$ cat config.mk
export PLATFORM = sky130hd
export DESIGN_NAME = pcm_three_source_mixer_top_flat
export DESIGN_NICKNAME = d
export VERILOG_FILES = /design/src/rtl/core/pcm3m_pkg.sv /design/src/rtl/core/pcm3m_if.sv /design/src/rtl/core/pcm_three_source_mixer_top.sv /design/src/rtl/core/pcm3m_mix.sv /design/src/rtl/core/pcm3m_conv.sv /design/src/flat_wrapper.sv
export SDC_FILE = /design/constraint.sdc
export NUM_CORES = 1
export LEC_CHECK = 0
export BUFFER_PORTS_ARGS = -buffer_cell sky130_fd_sc_hd__buf_2
export CORE_AREA = 2 2 127 129
export CTS_CLUSTER_DIAMETER = 150
export DETAILED_ROUTE_END_ITERATION = 10
export DIE_AREA = 0 0 129 131
export GPL_TIMING_DRIVEN = 0
export HOLD_SLACK_MARGIN = 0.08
export PLACE_DENSITY = 0.81
export SYNTH_ARGS = -nofsm -noshare
export SYNTH_HDL_FRONTEND = slang
export SYNTH_SLANG_ARGS = --single-unit
export TNS_END_PERCENT = 20
$ cat constraint.sdc
create_clock -name clk -period 6.35 [get_ports clk]
set_input_delay 0.635 -clock clk [delete_from_list [all_inputs] [get_ports clk]]
set_output_delay 0.635 -clock clk [all_outputs]
set_load 0.005 [all_outputs]
$ cat src/rtl/core/pcm3m_pkg.sv
// shared types and constants for the three-source pcm mixer
package pcm3m_pkg;

	localparam int unsigned SampleW = 16;
	localparam int unsigned MaskW   = 3;
	localparam int unsigned CfgIdxW = 1;
	localparam int unsigned CfgDatW = 2;

	// configuration register indexes
	localparam logic [CfgIdxW-1:0] CfgOutFormat = 1'd0;
	localparam logic [CfgIdxW-1:0] CfgStereoOut = 1'd1;

	// output sample formats
	typedef enum logic [1:0] {
		FMT_S16 = 2'd0,
		FMT_U16 = 2'd1,
		FMT_S8  = 2'd2,
		FMT_U8  = 2'd3
	} fmt_t;

	// saturated mix of one frame
	typedef struct packed {
		logic signed [SampleW-1:0] left;
		logic signed [SampleW-1:0] right;
	} mix_t;

	// converted output pair
	typedef struct packed {
		logic [SampleW-1:0] first;
		logic [SampleW-1:0] second;
	} pair_t;

	// configuration as seen by the format converter
	typedef struct packed {
		fmt_t fmt;
		logic stereo;
	} cfg_t;

endpackage

$ cat src/rtl/core/pcm3m_if.sv
// valid/ready channel interfaces for mixer frames and results
interface pcm3m_frame_if
	import pcm3m_pkg::*;
();
	logic                      valid;
	logic                      ready;
	logic [MaskW-1:0]          active_mask;
	logic signed [SampleW-1:0] src0_left;
	logic signed [SampleW-1:0] src0_right;
	logic signed [SampleW-1:0] src1_left;
	logic signed [SampleW-1:0] src1_right;
	logic signed [SampleW-1:0] src2_left;
	logic signed [SampleW-1:0] src2_right;

	modport source (
		output valid, active_mask, src0_left, src0_right,
		       src1_left, src1_right, src2_left, src2_right,
		input  ready
	);
	modport sink (
		input  valid, active_mask, src0_left, src0_right,
		       src1_left, src1_right, src2_left, src2_right,
		output ready
	);
endinterface

interface pcm3m_result_if
	import pcm3m_pkg::*;
();
	logic               valid;
	logic               ready;
	logic [SampleW-1:0] out_first;
	logic [SampleW-1:0] out_second;

	modport source (output valid, out_first, out_second, input ready);
	modport sink (input valid, out_first, out_second, output ready);
endinterface

$ cat src/rtl/core/pcm_three_source_mixer_top.sv
// top level: input register, mix and convert, result register
// path: an accepted request is held in the input register, then in the result register, where its result shows
// throughput: one frame per cycle while the result side is ready; the two registers form a stalling pipeline
// a stall on the result side holds that stage; ready drops once the input stage is also full
// reset: asynchronous, active low; empties the pipeline, format signed 16, stereo on
module pcm_three_source_mixer_top
	import pcm3m_pkg::*;
(
	input  logic               clk,
	input  logic               arst_n,
	input  logic               cfg_we,
	input  logic [CfgIdxW-1:0] cfg_index,
	input  logic [CfgDatW-1:0] cfg_data,
	pcm3m_frame_if.sink        frame,
	pcm3m_result_if.source     result
);

	cfg_t                      cfg_q;
	logic                      v_s1;
	logic                      v_s2;
	logic                      adv_s1;
	logic                      adv_s2;
	logic [MaskW-1:0]          mask_s1;
	logic signed [SampleW-1:0] s0_l_s1;
	logic signed [SampleW-1:0] s0_r_s1;
	logic signed [SampleW-1:0] s1_l_s1;
	logic signed [SampleW-1:0] s1_r_s1;
	logic signed [SampleW-1:0] s2_l_s1;
	logic signed [SampleW-1:0] s2_r_s1;
	mix_t                      mix;
	pair_t                     conv;
	pair_t                     res_s2;

	// configuration registers
	always_ff @(posedge clk or negedge arst_n) begin
		if (!arst_n) begin
			cfg_q.fmt    <= FMT_S16;
			cfg_q.stereo <= 1'b1;
		end else if (cfg_we) begin
			case (cfg_index)
				CfgOutFormat: cfg_q.fmt    <= fmt_t'(cfg_data);
				CfgStereoOut: cfg_q.stereo <= cfg_data[0];
				default: ;
			endcase
		end
	end

	// stage advance: a stage moves when the one after it is free
	assign adv_s2      = !v_s2 || result.ready;
	assign adv_s1      = !v_s1 || adv_s2;
	assign frame.ready = adv_s1;

	// stage valids
	always_ff @(posedge clk or negedge arst_n) begin
		if (!arst_n) begin
			v_s1 <= 1'b0;
			v_s2 <= 1'b0;
		end else begin
			if (adv_s1)
				v_s1 <= frame.valid;
			if (adv_s2)
				v_s2 <= v_s1;
		end
	end

	// input register
	always_ff @(posedge clk) begin
		if (adv_s1 && frame.valid) begin
			mask_s1 <= frame.active_mask;
			s0_l_s1 <= frame.src0_left;
			s0_r_s1 <= frame.src0_right;
			s1_l_s1 <= frame.src1_left;
			s1_r_s1 <= frame.src1_right;
			s2_l_s1 <= frame.src2_left;
			s2_r_s1 <= frame.src2_right;
		end
	end

	pcm3m_mix u_mix (
		.mask (mask_s1),
		.s0_l (s0_l_s1),
		.s0_r (s0_r_s1),
		.s1_l (s1_l_s1),
		.s1_r (s1_r_s1),
		.s2_l (s2_l_s1),
		.s2_r (s2_r_s1),
		.mix  (mix)
	);

	pcm3m_conv u_conv (
		.mix (mix),
		.cfg (cfg_q),
		.res (conv)
	);

	// result register
	always_ff @(posedge clk) begin
		if (adv_s2 && v_s1)
			res_s2 <= conv;
	end

	assign result.valid      = v_s2;
	assign result.out_first  = res_s2.first;
	assign result.out_second = res_s2.second;

	// an accepted request always lands in the input stage
	a_accept_fills_s1: assert property (@(posedge clk) disable iff (!arst_n)
		frame.valid && frame.ready |=> v_s1)
		else $error("accepted request lost before input stage");

	// a moving input stage always fills the result stage
	a_s1_moves_to_s2: assert property (@(posedge clk) disable iff (!arst_n)
		v_s1 && adv_s2 |=> v_s2)
		else $error("input stage advanced without filling result stage");

	// an empty pipeline never refuses a request
	a_empty_ready: assert property (@(posedge clk) disable iff (!arst_n)
		!v_s1 && !v_s2 |-> frame.ready)
		else $error("empty pipeline not ready");

	// a stalled result stays put
	a_stall_holds: assert property (@(posedge clk) disable iff (!arst_n)
		v_s2 && !result.ready |=> v_s2 && $stable(res_s2))
		else $error("stalled result changed");

endmodule

$ cat src/rtl/core/pcm3m_mix.sv
// masked three-source sum with saturation to signed 16 bits
module pcm3m_mix
	import pcm3m_pkg::*;
(
	input  logic [MaskW-1:0]          mask,
	input  logic signed [SampleW-1:0] s0_l,
	input  logic signed [SampleW-1:0] s0_r,
	input  logic signed [SampleW-1:0] s1_l,
	input  logic signed [SampleW-1:0] s1_r,
	input  logic signed [SampleW-1:0] s2_l,
	input  logic signed [SampleW-1:0] s2_r,
	output mix_t                      mix
);

	localparam int unsigned SumW = SampleW + 2;
	localparam logic signed [SumW-1:0] MaxS = SumW'(32767);
	localparam logic signed [SumW-1:0] MinS = -SumW'(32768);

	logic signed [SumW-1:0] sum_l;
	logic signed [SumW-1:0] sum_r;

	// gated sums, three terms fit in two guard bits
	always_comb begin
		sum_l = (mask[0] ? SumW'(s0_l) : '0)
		      + (mask[1] ? SumW'(s1_l) : '0)
		      + (mask[2] ? SumW'(s2_l) : '0);
		sum_r = (mask[0] ? SumW'(s0_r) : '0)
		      + (mask[1] ? SumW'(s1_r) : '0)
		      + (mask[2] ? SumW'(s2_r) : '0);
	end

	// clamp once after the sum
	always_comb begin
		if (sum_l > MaxS)
			mix.left = MaxS[SampleW-1:0];
		else if (sum_l < MinS)
			mix.left = MinS[SampleW-1:0];
		else
			mix.left = sum_l[SampleW-1:0];
		if (sum_r > MaxS)
			mix.right = MaxS[SampleW-1:0];
		else if (sum_r < MinS)
			mix.right = MinS[SampleW-1:0];
		else
			mix.right = sum_r[SampleW-1:0];
	end

endmodule

$ cat src/rtl/core/pcm3m_conv.sv
// output format conversion and mono downmix
module pcm3m_conv
	import pcm3m_pkg::*;
(
	input  mix_t  mix,
	input  cfg_t  cfg,
	output pair_t res
);

	logic signed [SampleW:0] mono;

	// mono sum, one bit wider than a sample
	assign mono = {mix.left[SampleW-1], mix.left} + {mix.right[SampleW-1], mix.right};

	// format selection; unsigned forms flip the sign bit
	always_comb begin
		res = '0;
		if (cfg.stereo) begin
			case (cfg.fmt)
				FMT_S16: begin
					res.first  = mix.left;
					res.second = mix.right;
				end
				FMT_U16: begin
					res.first  = {~mix.left[SampleW-1], mix.left[SampleW-2:0]};
					res.second = {~mix.right[SampleW-1], mix.right[SampleW-2:0]};
				end
				FMT_S8: begin
					res.first  = {8'd0, mix.left[SampleW-1:8]};
					res.second = {8'd0, mix.right[SampleW-1:8]};
				end
				FMT_U8: begin
					res.first  = {8'd0, ~mix.left[SampleW-1], mix.left[SampleW-2:8]};
					res.second = {8'd0, ~mix.right[SampleW-1], mix.right[SampleW-2:8]};
				end
				default: res = '0;
			endcase
		end else begin
			case (cfg.fmt)
				FMT_S16: res.first = mono[SampleW:1];
				FMT_U16: res.first = {~mono[SampleW], mono[SampleW-1:1]};
				FMT_S8:  res.first = {8'd0, mono[SampleW:9]};
				FMT_U8:  res.first = {8'd0, ~mono[SampleW], mono[SampleW-1:9]};
				default: res.first = '0;
			endcase
		end
	end

endmodule
$ cat src/flat_wrapper.sv
// flat-port wrapper written by rule: the top's interface ports become plain ports
module pcm_three_source_mixer_top_flat import pcm3m_pkg::*;
  (clk, arst_n, cfg_we, cfg_index, cfg_data, frame_valid, frame_active_mask, frame_src0_left, frame_src0_right, frame_src1_left, frame_src1_right, frame_src2_left, frame_src2_right, frame_ready, result_valid, result_out_first, result_out_second, result_ready);
  pcm3m_frame_if frame_i ();
  pcm3m_result_if result_i ();
  input  logic clk;
  input  logic arst_n;
  input  logic cfg_we;
  input  logic [CfgIdxW-1:0] cfg_index;
  input  logic [CfgDatW-1:0] cfg_data;
  input wire logic [$bits(frame_i.valid)-1:0] frame_valid;
  input wire logic [$bits(frame_i.active_mask)-1:0] frame_active_mask;
  input wire logic [$bits(frame_i.src0_left)-1:0] frame_src0_left;
  input wire logic [$bits(frame_i.src0_right)-1:0] frame_src0_right;
  input wire logic [$bits(frame_i.src1_left)-1:0] frame_src1_left;
  input wire logic [$bits(frame_i.src1_right)-1:0] frame_src1_right;
  input wire logic [$bits(frame_i.src2_left)-1:0] frame_src2_left;
  input wire logic [$bits(frame_i.src2_right)-1:0] frame_src2_right;
  output wire logic [$bits(frame_i.ready)-1:0] frame_ready;
  output wire logic [$bits(result_i.valid)-1:0] result_valid;
  output wire logic [$bits(result_i.out_first)-1:0] result_out_first;
  output wire logic [$bits(result_i.out_second)-1:0] result_out_second;
  input wire logic [$bits(result_i.ready)-1:0] result_ready;
  assign frame_i.valid = frame_valid;
  assign frame_i.active_mask = frame_active_mask;
  assign frame_i.src0_left = frame_src0_left;
  assign frame_i.src0_right = frame_src0_right;
  assign frame_i.src1_left = frame_src1_left;
  assign frame_i.src1_right = frame_src1_right;
  assign frame_i.src2_left = frame_src2_left;
  assign frame_i.src2_right = frame_src2_right;
  assign frame_ready = frame_i.ready;
  assign result_valid = result_i.valid;
  assign result_out_first = result_i.out_first;
  assign result_out_second = result_i.out_second;
  assign result_i.ready = result_ready;
  pcm_three_source_mixer_top u_core (.clk(clk), .arst_n(arst_n), .cfg_we(cfg_we), .cfg_index(cfg_index), .cfg_data(cfg_data), .frame(frame_i), .result(result_i));
endmodule
==> flow_summary.ini, run 1 <==
[min_path]
hold_path.class = input pin to flip-flop
whs_path_depth = 1

[setup_path]
start_kind = flip-flop
crit_path_end = u_core.result.out_first[7]$_DFFE_PP_
regToRegEndpoint = u_core.result.out_first[7]$_DFFE_PP_
crit_start = u_core.mask_s1[1]$_DFFE_PP_
r2r_setup_slack_ns = 0.45
r2r_cells = 23
cp-end-kind = flip-flop
worstSetupPathType = flip-flop to flip-flop
cp_max_fo = 10
reg2reg_from = u_core.mask_s1[1]$_DFFE_PP_
cp.arrival_ns = 6.16
cp.required_ns = 6.61

[route]
routedWlPerCell_um = 16.47
vias_per_cell = 5.542
drt_iter0_markers = 468
drc = 0
num_vias = 6817
postRouteAntennaNets = 0
first_pass_iters = 5
routed_wl_mm = 20.26

[global_route]
grt_util_met2_pct = 41.52
met3_usage_pct = 3.868
grt_pass1_vias = 6650
grt.overflow.total = 0
grt_busiest_layer = met2
antenna_found_initial = 0
grt_max_degree = 79
grt.met1_usage_pct = 33.21
grt_pass1_wl_mm = 32.38
grt.total_usage_pct = 25.01

[synth]
ys_types = 82
yosys_warnings = 0
ys_async_sr_fraction_pct = 3.676
syn_inst = 837
synth-edff-count = 131
synth.mux.area_fraction_pct = 1.311
ys_ff_latch = 136
synthFlopType = edfxtp_1
seq_area_frac_synth_pct = 45.74
synth_top_family_by_area = compound AO/OA/AOI/OAI gates
syn_area_um2 = 8877
synthXorXnorAreaFrac_pct = 3.256
avgSynthCellArea_um2 = 10.61
synth_compound_area_share_pct = 17.39
synthSimpleGateAreaFrac_pct = 13.08
synth_fa_ha_area_share_pct = 14.01
synth_fp_nets = 1023

[sta]
worst_slew_pin_slew_ns = 1.321
final_hold_viol_count = 0
report.final.slew_viol_count = 0
fin_worst_skew_ns = 0.006704
setup-tns-final_ns = 0
period_share_pct = 92.96
max_freq_mhz = 169.4
finalSetupViolCount = 0
final.min_clock_period_ns = 5.903
maxSlewHeadroom_pct = 11.91

[final_layout]
drive_above_1_share_pct = 23.87
fin_nets = 1187
area_growth_pct = 18.63
antenna_cells = 0
finalNonFillerCells = 1230

[floorplan]
die_x_um = 129
die-area_um2 = 16900
core-area_um2 = 15600
die_h_um = 131
ios = 141
row_count = 46
initial_utilization_pct = 56.91

[placement]
io_buffers = 140
gp_congestion = 0.9541
dp.final_hpwl_mm = 15.54
dp.cells = 1194

[clock_network]
cts.sinks = 136
root_buffer = clkbuf_16
path_clk_slew_ns = 0.06
htree_num_levels = 4
cts_tree = done
numCtsBuffers = 17
clk_latency_ns = 0.43
clockBufferDepth = 2

[pwr]
cellLeakagePower_nw = 4.629
power_density_nw_per_um2 = 392.3
ir_drop_uv = 220.5

[flow_run]
cap_violations = 0

[run_status]
status = complete, no violations
==> worst max-delay path, stage by stage, from the launching register on <==
cell and delay (ns):
edfxtp_1 0.42, clkbuf_2 0.29, nand2_1 0.11, fa_1 0.52, inv_1 0.06, ha_1 0.27
clkbuf_1 0.32, nand4_1 0.17, a211oi_1 0.37, o21a_1 0.29, a2111oi_2 0.09, nor2_1 0.29
clkbuf_2 0.29, o21ai_0 0.26, ha_1 0.33, a21o_1 0.20, a21oi_2 0.24, o21ai_0 0.17
a21oi_2 0.26, nand4_1 0.16, nor2_1 0.15, a31oi_2 0.08, and4_1 0.23, nor3_1 0.16
==> cells in the mapped netlist, types with 5 or more instances <==
master	n	area, um^2
mux2i_1	6	60.06
xor2_1	14	122.6
xnor2_1	19	166.4
fa_1	34	680.7
clkbuf_1	24	90.09
a21oi_1	50	250.2
a21o_1	19	142.6
nand3_1	13	65.06
ha_1	45	563.0
nand4_1	6	37.54
o21a_1	14	105.1
edfxtp_1	131	3934
nor2b_1	8	50.05
nor2_1	40	150.1
nor3_1	11	55.05
nand2_1	121	454.2
inv_1	84	315.3
o31ai_1	5	37.54
o21ai_0	38	190.2
a31oi_1	9	56.30
and2_1	18	112.6
o211ai_1	5	37.54
nand2b_1	5	31.28
a211oi_1	15	112.6
==> cell usage in the layout (no fill, tap or decap), types with 7 or more instances in the layout <==
cell       count
buf_4          7
buf_2        141
clkbuf_2       8
clkbuf_1      13
and2_1        17
inv_6          7
nand2_1      121
nor2_1        40
o21a_1        14
o21ai_0       35
a21o_1        19
nor3_1        10
nand3_1       13
inv_1         84
a21oi_1       47
ha_1          45
a31oi_1        8
nor2b_1        8
xnor2_1       19
fa_1          34
clkbuf_16     17
xor2_1        14
a211oi_1      15
edfxtp_1     131
==> where the power goes <==
group,switching (mW),internal [mW],leakage (nW)
combinational,1.19,0.829,3.04
sequential,0.0261,1.14,1.32
clock,0.399,0.546,0.269
total,1.62,2.51,4.63
==> final cells by class <==
cell class                 instances  area (um^2)
fill                            1234         5066
sequential                       136         4060
inverter                          86        322.8
clock inverter                    15        141.4
buffer                            28        151.4
tap                              216        270.3
clock buffer                      17        425.4
multi-input combinational        586         4392
timing repair buffer             146        768.2
==> flip-flops by register name, indices dropped and copies added, names as in the netlist <==
signal and flops:
u_core.s1_l_s1 16, u_core.s0_l_s1 16, u_core.result.out_first 16, u_core.s2_r_s1 16
u_core.v_s1 1, u_core.s2_l_s1 16, u_core.result.out_second 16, u_core.s1_r_s1 16
u_core.cfg_q 3, u_core.result.valid 1, u_core.mask_s1 3, u_core.s0_r_s1 16
==> per-stage QoR <==
| stage | cell area (um^2) | setup WS (ns) | hold WS (ns) | util [%] | total power [mW] |
|---|---|---|---|---|---|
| finish | 10530 | 0.4473 | 0.3711 | 67.52 | 4.131 |
| global route | 10530 | -0.005801 | 0.3678 | 67.52 | 4.386 |
| CTS | 10470 | 0.02325 | 0.3639 | 67.10 | 4.062 |
| detailed placement | 9878 | -0.2900 | 0.4548 | 63.33 | 3.112 |
| global placement | 9848 | -0.2557 | 0.4534 | 63.14 | 3.094 |
| floorplan | 8877 | 0.9172 | 0.3394 | - | 2.633 |
==> kinds of logic (layout without fill, tap and decap cells) <==
kind of cell               after synthesis  count (layout)
and+or+nand+nor                        249             249
xor gates and xnor gates                33              33
DFF                                    136             136
muxes                                   10              10
AOI/OAI and AO/OA                      215             215
buffers and inverters                  115             292
adders and majority gates               79              79
==> what timing repair did <==
action | in CTS | in global routing
pin swaps | 0 | 1
hold endpoints to repair | 4 | 0
gates resized for setup | 10 | 15
setup buffers | 0 | 4
hold buffers | 1 | 0
endpoints found under the setup margin | 10 | 16
gates cloned | 0 | 0
==> routing by layer <==
metal  wire length, um  part of all wire (%)
met1              8741                    43
met2              9735                    48
met3              1270                   6.3
met4               514                   2.5
met5                 0                     0
==> worst min path at each step <==
stage | from | endpoint | slack, ns
after CTS | frame_src0_right[5] | u_core.s0_r_s1[5]$_DFFE_PP_ | 0.36
final | frame_src2_right[5] | u_core.s2_r_s1[5]$_DFFE_PP_ | 0.37
after global placement | arst_n | u_core.v_s1$_DFFE_PN0N_ | 0.45
after detailed placement | arst_n | u_core.v_s1$_DFFE_PN0N_ | 0.45
after global routing | frame_src1_left[7] | u_core.s1_l_s1[7]$_DFFE_PP_ | 0.37
after floorplan | arst_n | u_core.cfg_q[1]$_DFFE_PN0P_ | 0.34
Power figures use the tool's default switching activity.
==> inputs of run 2 (changes only) <==
--- a/config.mk
+++ b/config.mk
@@ -5,6 +5,7 @@
 export SDC_FILE = /design/constraint.sdc
 export NUM_CORES = 1
 export LEC_CHECK = 0
+export ABC_AREA = 1
 export BUFFER_PORTS_ARGS = -buffer_cell sky130_fd_sc_hd__buf_2
 export CORE_AREA = 2 2 127 129
 export CTS_CLUSTER_DIAMETER = 150
==> run 2 against run 1 <==
Effect of this change: cell area about the same; clock-buffer cell count increased by 1; critical endpoint is now u_core.result.out_first[6]$_DFFE_PP_; largest cell class unchanged; clock power rose by 7%; sequential power barely moved; critical path type unchanged; non-clock buffer count is 17 lower; core utilization about the same; wire length down 1.0%; die area is the same; worst setup slack better by 0.097 ns; first-iteration DRC count down 7.9%; combinational power increased by 6%; final cell count up 12%.
==> flow_summary.ini, run 2 <==
[placement]
gp_congestion = 0.9190
dp.final_hpwl_mm = 15.69
io_buffers = 140

[synth]
synth_top_cell_by_area = edfxtp_1
syn_inst = 992
yosys_warnings = 0
synth-edff-count = 131
ys_ff_latch = 136
synth_fp_nets = 1178
synth_area_leaders = edfxtp_1, nand2_1, fa_1, ha_1, inv_1
syn_area_um2 = 8907
synth_commonest_cells = nand2_1, inv_1, edfxtp_1
seq_area_frac_synth_pct = 45.58
ys_async_sr_fraction_pct = 3.676
ys_types = 45
avgSynthCellArea_um2 = 8.979
netlist.area_leader.share_pct = 44.16
synthFlopType = edfxtp_1
yosysMostFrequentCell = nand2_1

[global_route]
grt.overflow.total = 0
grt.met1_usage_pct = 32.32
grt_busiest_layer = met2
grt.total_usage_pct = 25.19
met3_usage_pct = 3.664
grt_pass1_vias = 6856
grt_pass1_wl_mm = 32.36
antenna_found_initial = 0
grt_util_met2_pct = 43.42
grt_max_degree = 72

[setup_path]
cp-end-kind = flip-flop
worstSetupPathType = flip-flop to flip-flop
cp.arrival_ns = 5.98
cp_max_fo = 10
cp.required_ns = 6.53
r2r_cells = 26
start_kind = flip-flop

[pwr]
comb_power_share_pct = 49.8
p_seq_share_pct = 26.9
ir_drop_uv = 243.8
power_density_nw_per_um2 = 411.0
power.total_mw = 4.327
p_int_mw = 2.481
swShare_pct = 42.67
p_sw_mw = 1.846
clkPwrFrac_pct = 23.3
cellLeakagePower_nw = 5.151

[final_layout]
num-fill-cells = 1261
final_cell_mix = nand2_1, buf_2, inv_1, edfxtp_1
drive_above_1_share_pct = 22.40
multiInputGateArea_um2 = 4185
layout_commonest_cell = nand2_1
fin_nets = 1339
seq_area_um2 = 4060
area_growth_pct = 18.19
antenna_cells = 0

[min_path]
hold_path.class = input pin to flip-flop
whs_path_depth = 1

[sta]
final.min_clock_period_ns = 5.805
maxSlewHeadroom_pct = 37.07
grt_setup_unrepaired = no
final_hold_viol_count = 0
max_freq_mhz = 172.3
setup-tns-final_ns = 0
report.final.slew_viol_count = 0
finalSetupViolCount = 0
fin_worst_skew_ns = 0.01507
worst_slew_pin_slew_ns = 0.9419
period_share_pct = 91.42

[floorplan]
row_count = 46
ios = 141
die-area_um2 = 16900
die_h_um = 131
initial_utilization_pct = 57.11
core-area_um2 = 15600
die_x_um = 129

[clock_network]
clk_latency_ns = 0.44
cts_tree = done
numCtsBuffers = 17
cts.sinks = 136
clockBufferDepth = 2
root_buffer = clkbuf_16
path_clk_slew_ns = 0.06
htree_num_levels = 4

[route]
drt_iter0_markers = 431
routedWlPerCell_um = 14.52
vias_per_cell = 5.047
first_pass_iters = 7
postRouteAntennaNets = 0
routed_wl_mm = 20.06
drc = 0
num_vias = 6970

[flow_run]
cap_violations = 0

[run_status]
status = complete, no violations
## run 2: cell types whose count changed after synthesis, moves of 9 or more
cell and change:
a211oi_1 -15, a21o_1 -19, a21oi_1 -12, and2_1 -17
clkbuf_1 -12, inv_1 +56, inv_2 +18, nand2_1 +196
nand2_2 +33, nand3_1 +32, o21a_1 -14, o21ai_0 -9
xnor2_1 -12
## run 2: per-stage QoR
step           setup WS (ns)  area, um^2  hold slack [ns]  utilization [%]  cells
6_report              0.5448       10530           0.3684            67.50   1381
5_1_grt              0.04253       10530           0.3655            67.50   1381
4_1_cts               0.6076       10530           0.3637            67.50   1381
3_5_place_dp          0.6694        9920           0.4526            63.60   1349
3_3_place_gp          0.6428        9878           0.4515            63.33   1348
2_1_floorplan          1.732        8907           0.3394                -    992
## run 2: layer usage
metal | vias up | share of wire (%)
li1 | 3535 | -
met1 | 3202 | 44
met2 | 201 | 50
met3 | 32 | 3.9
met4 | 0 | 2.4
met5 | - | 0
## run 2: timing repair
action	4_1_cts	5_1_grt
endpoints found under the hold margin	4	0
buffers inserted	0	0
gates resized for setup	0	0
hold buffers	1	0
## run 2: final cells by class
cell class                      instances  area share (%)
Multi-Input combinational cell        680           39.76
Sequential cell                       136           38.57
Timing Repair Buffer                  142           7.012
Inverter                              161           5.764
Clock buffer                           18           4.077
Tap cell                              216           2.567
Clock inverter                         13           1.604
Buffer                                 15          0.6537
## run 2: power groups by stage
stage,Combinational [mW],Clock (mW),Sequential (mW)
2_1_floorplan,1.57,0,1.19
3_3_place_gp,2.09,0,1.19
3_5_place_dp,2.11,0,1.18
4_1_cts,2.13,1.02,1.16
5_1_grt,2.42,1.05,1.17
6_report,2.15,1.01,1.16
## run 2: path summary, 6_finish.rpt
kind | from | end | slack (ns)
worst max-delay path | u_core.mask_s1[0]$_DFFE_PP_ | u_core.result.out_first[6]$_DFFE_PP_ | 0.54
worst min-delay path | frame_src0_right[4] | u_core.s0_r_s1[4]$_DFFE_PP_ | 0.37
worst max register to register | u_core.mask_s1[0]$_DFFE_PP_ | u_core.result.out_first[6]$_DFFE_PP_ | 0.54
worst min register to register | u_core.v_s1$_DFFE_PN0N_ | u_core.result.valid$_DFFE_PN0P_ | 0.54
max in group asynchronous | arst_n | u_core.cfg_q[0]$_DFFE_PN1P_ | 5.59
min in group asynchronous | arst_n | u_core.v_s1$_DFFE_PN0N_ | 0.55
## run 2: cell families (layout without fill, tap and decap cells)
kind of cell	after synthesis	count (layout)	synth area share (%)
simple gates	478	478	23.91
fa+ha+maj	79	79	13.96
buf+inv	176	349	7.557
flops	136	136	45.58
compound gates	97	97	6.434
xor+xnor	26	26	2.557
## run 2: worst max-delay path, cell delays in order, from the launching register on
cell       delay, ns
edfxtp_1        0.42
clkbuf_1        0.54
nand2_1         0.20
fa_1            0.59
inv_1           0.06
ha_1            0.39
nand2_1         0.10
nor2_1          0.16
inv_1           0.05
nor2_1          0.09
nand2_1         0.09
nand2_1         0.09
nand2_1         0.05
nand2_1         0.05
nand2_1         0.08
nand2_4         0.10
inv_1           0.13
o21ai_0         0.46
ha_1            0.40
a21oi_1         0.37
o21ai_0         0.19
inv_1           0.09
nor2_1          0.04
a2111oi_0       0.43
nand3_1         0.19
nand3_1         0.12
nand2_1         0.05
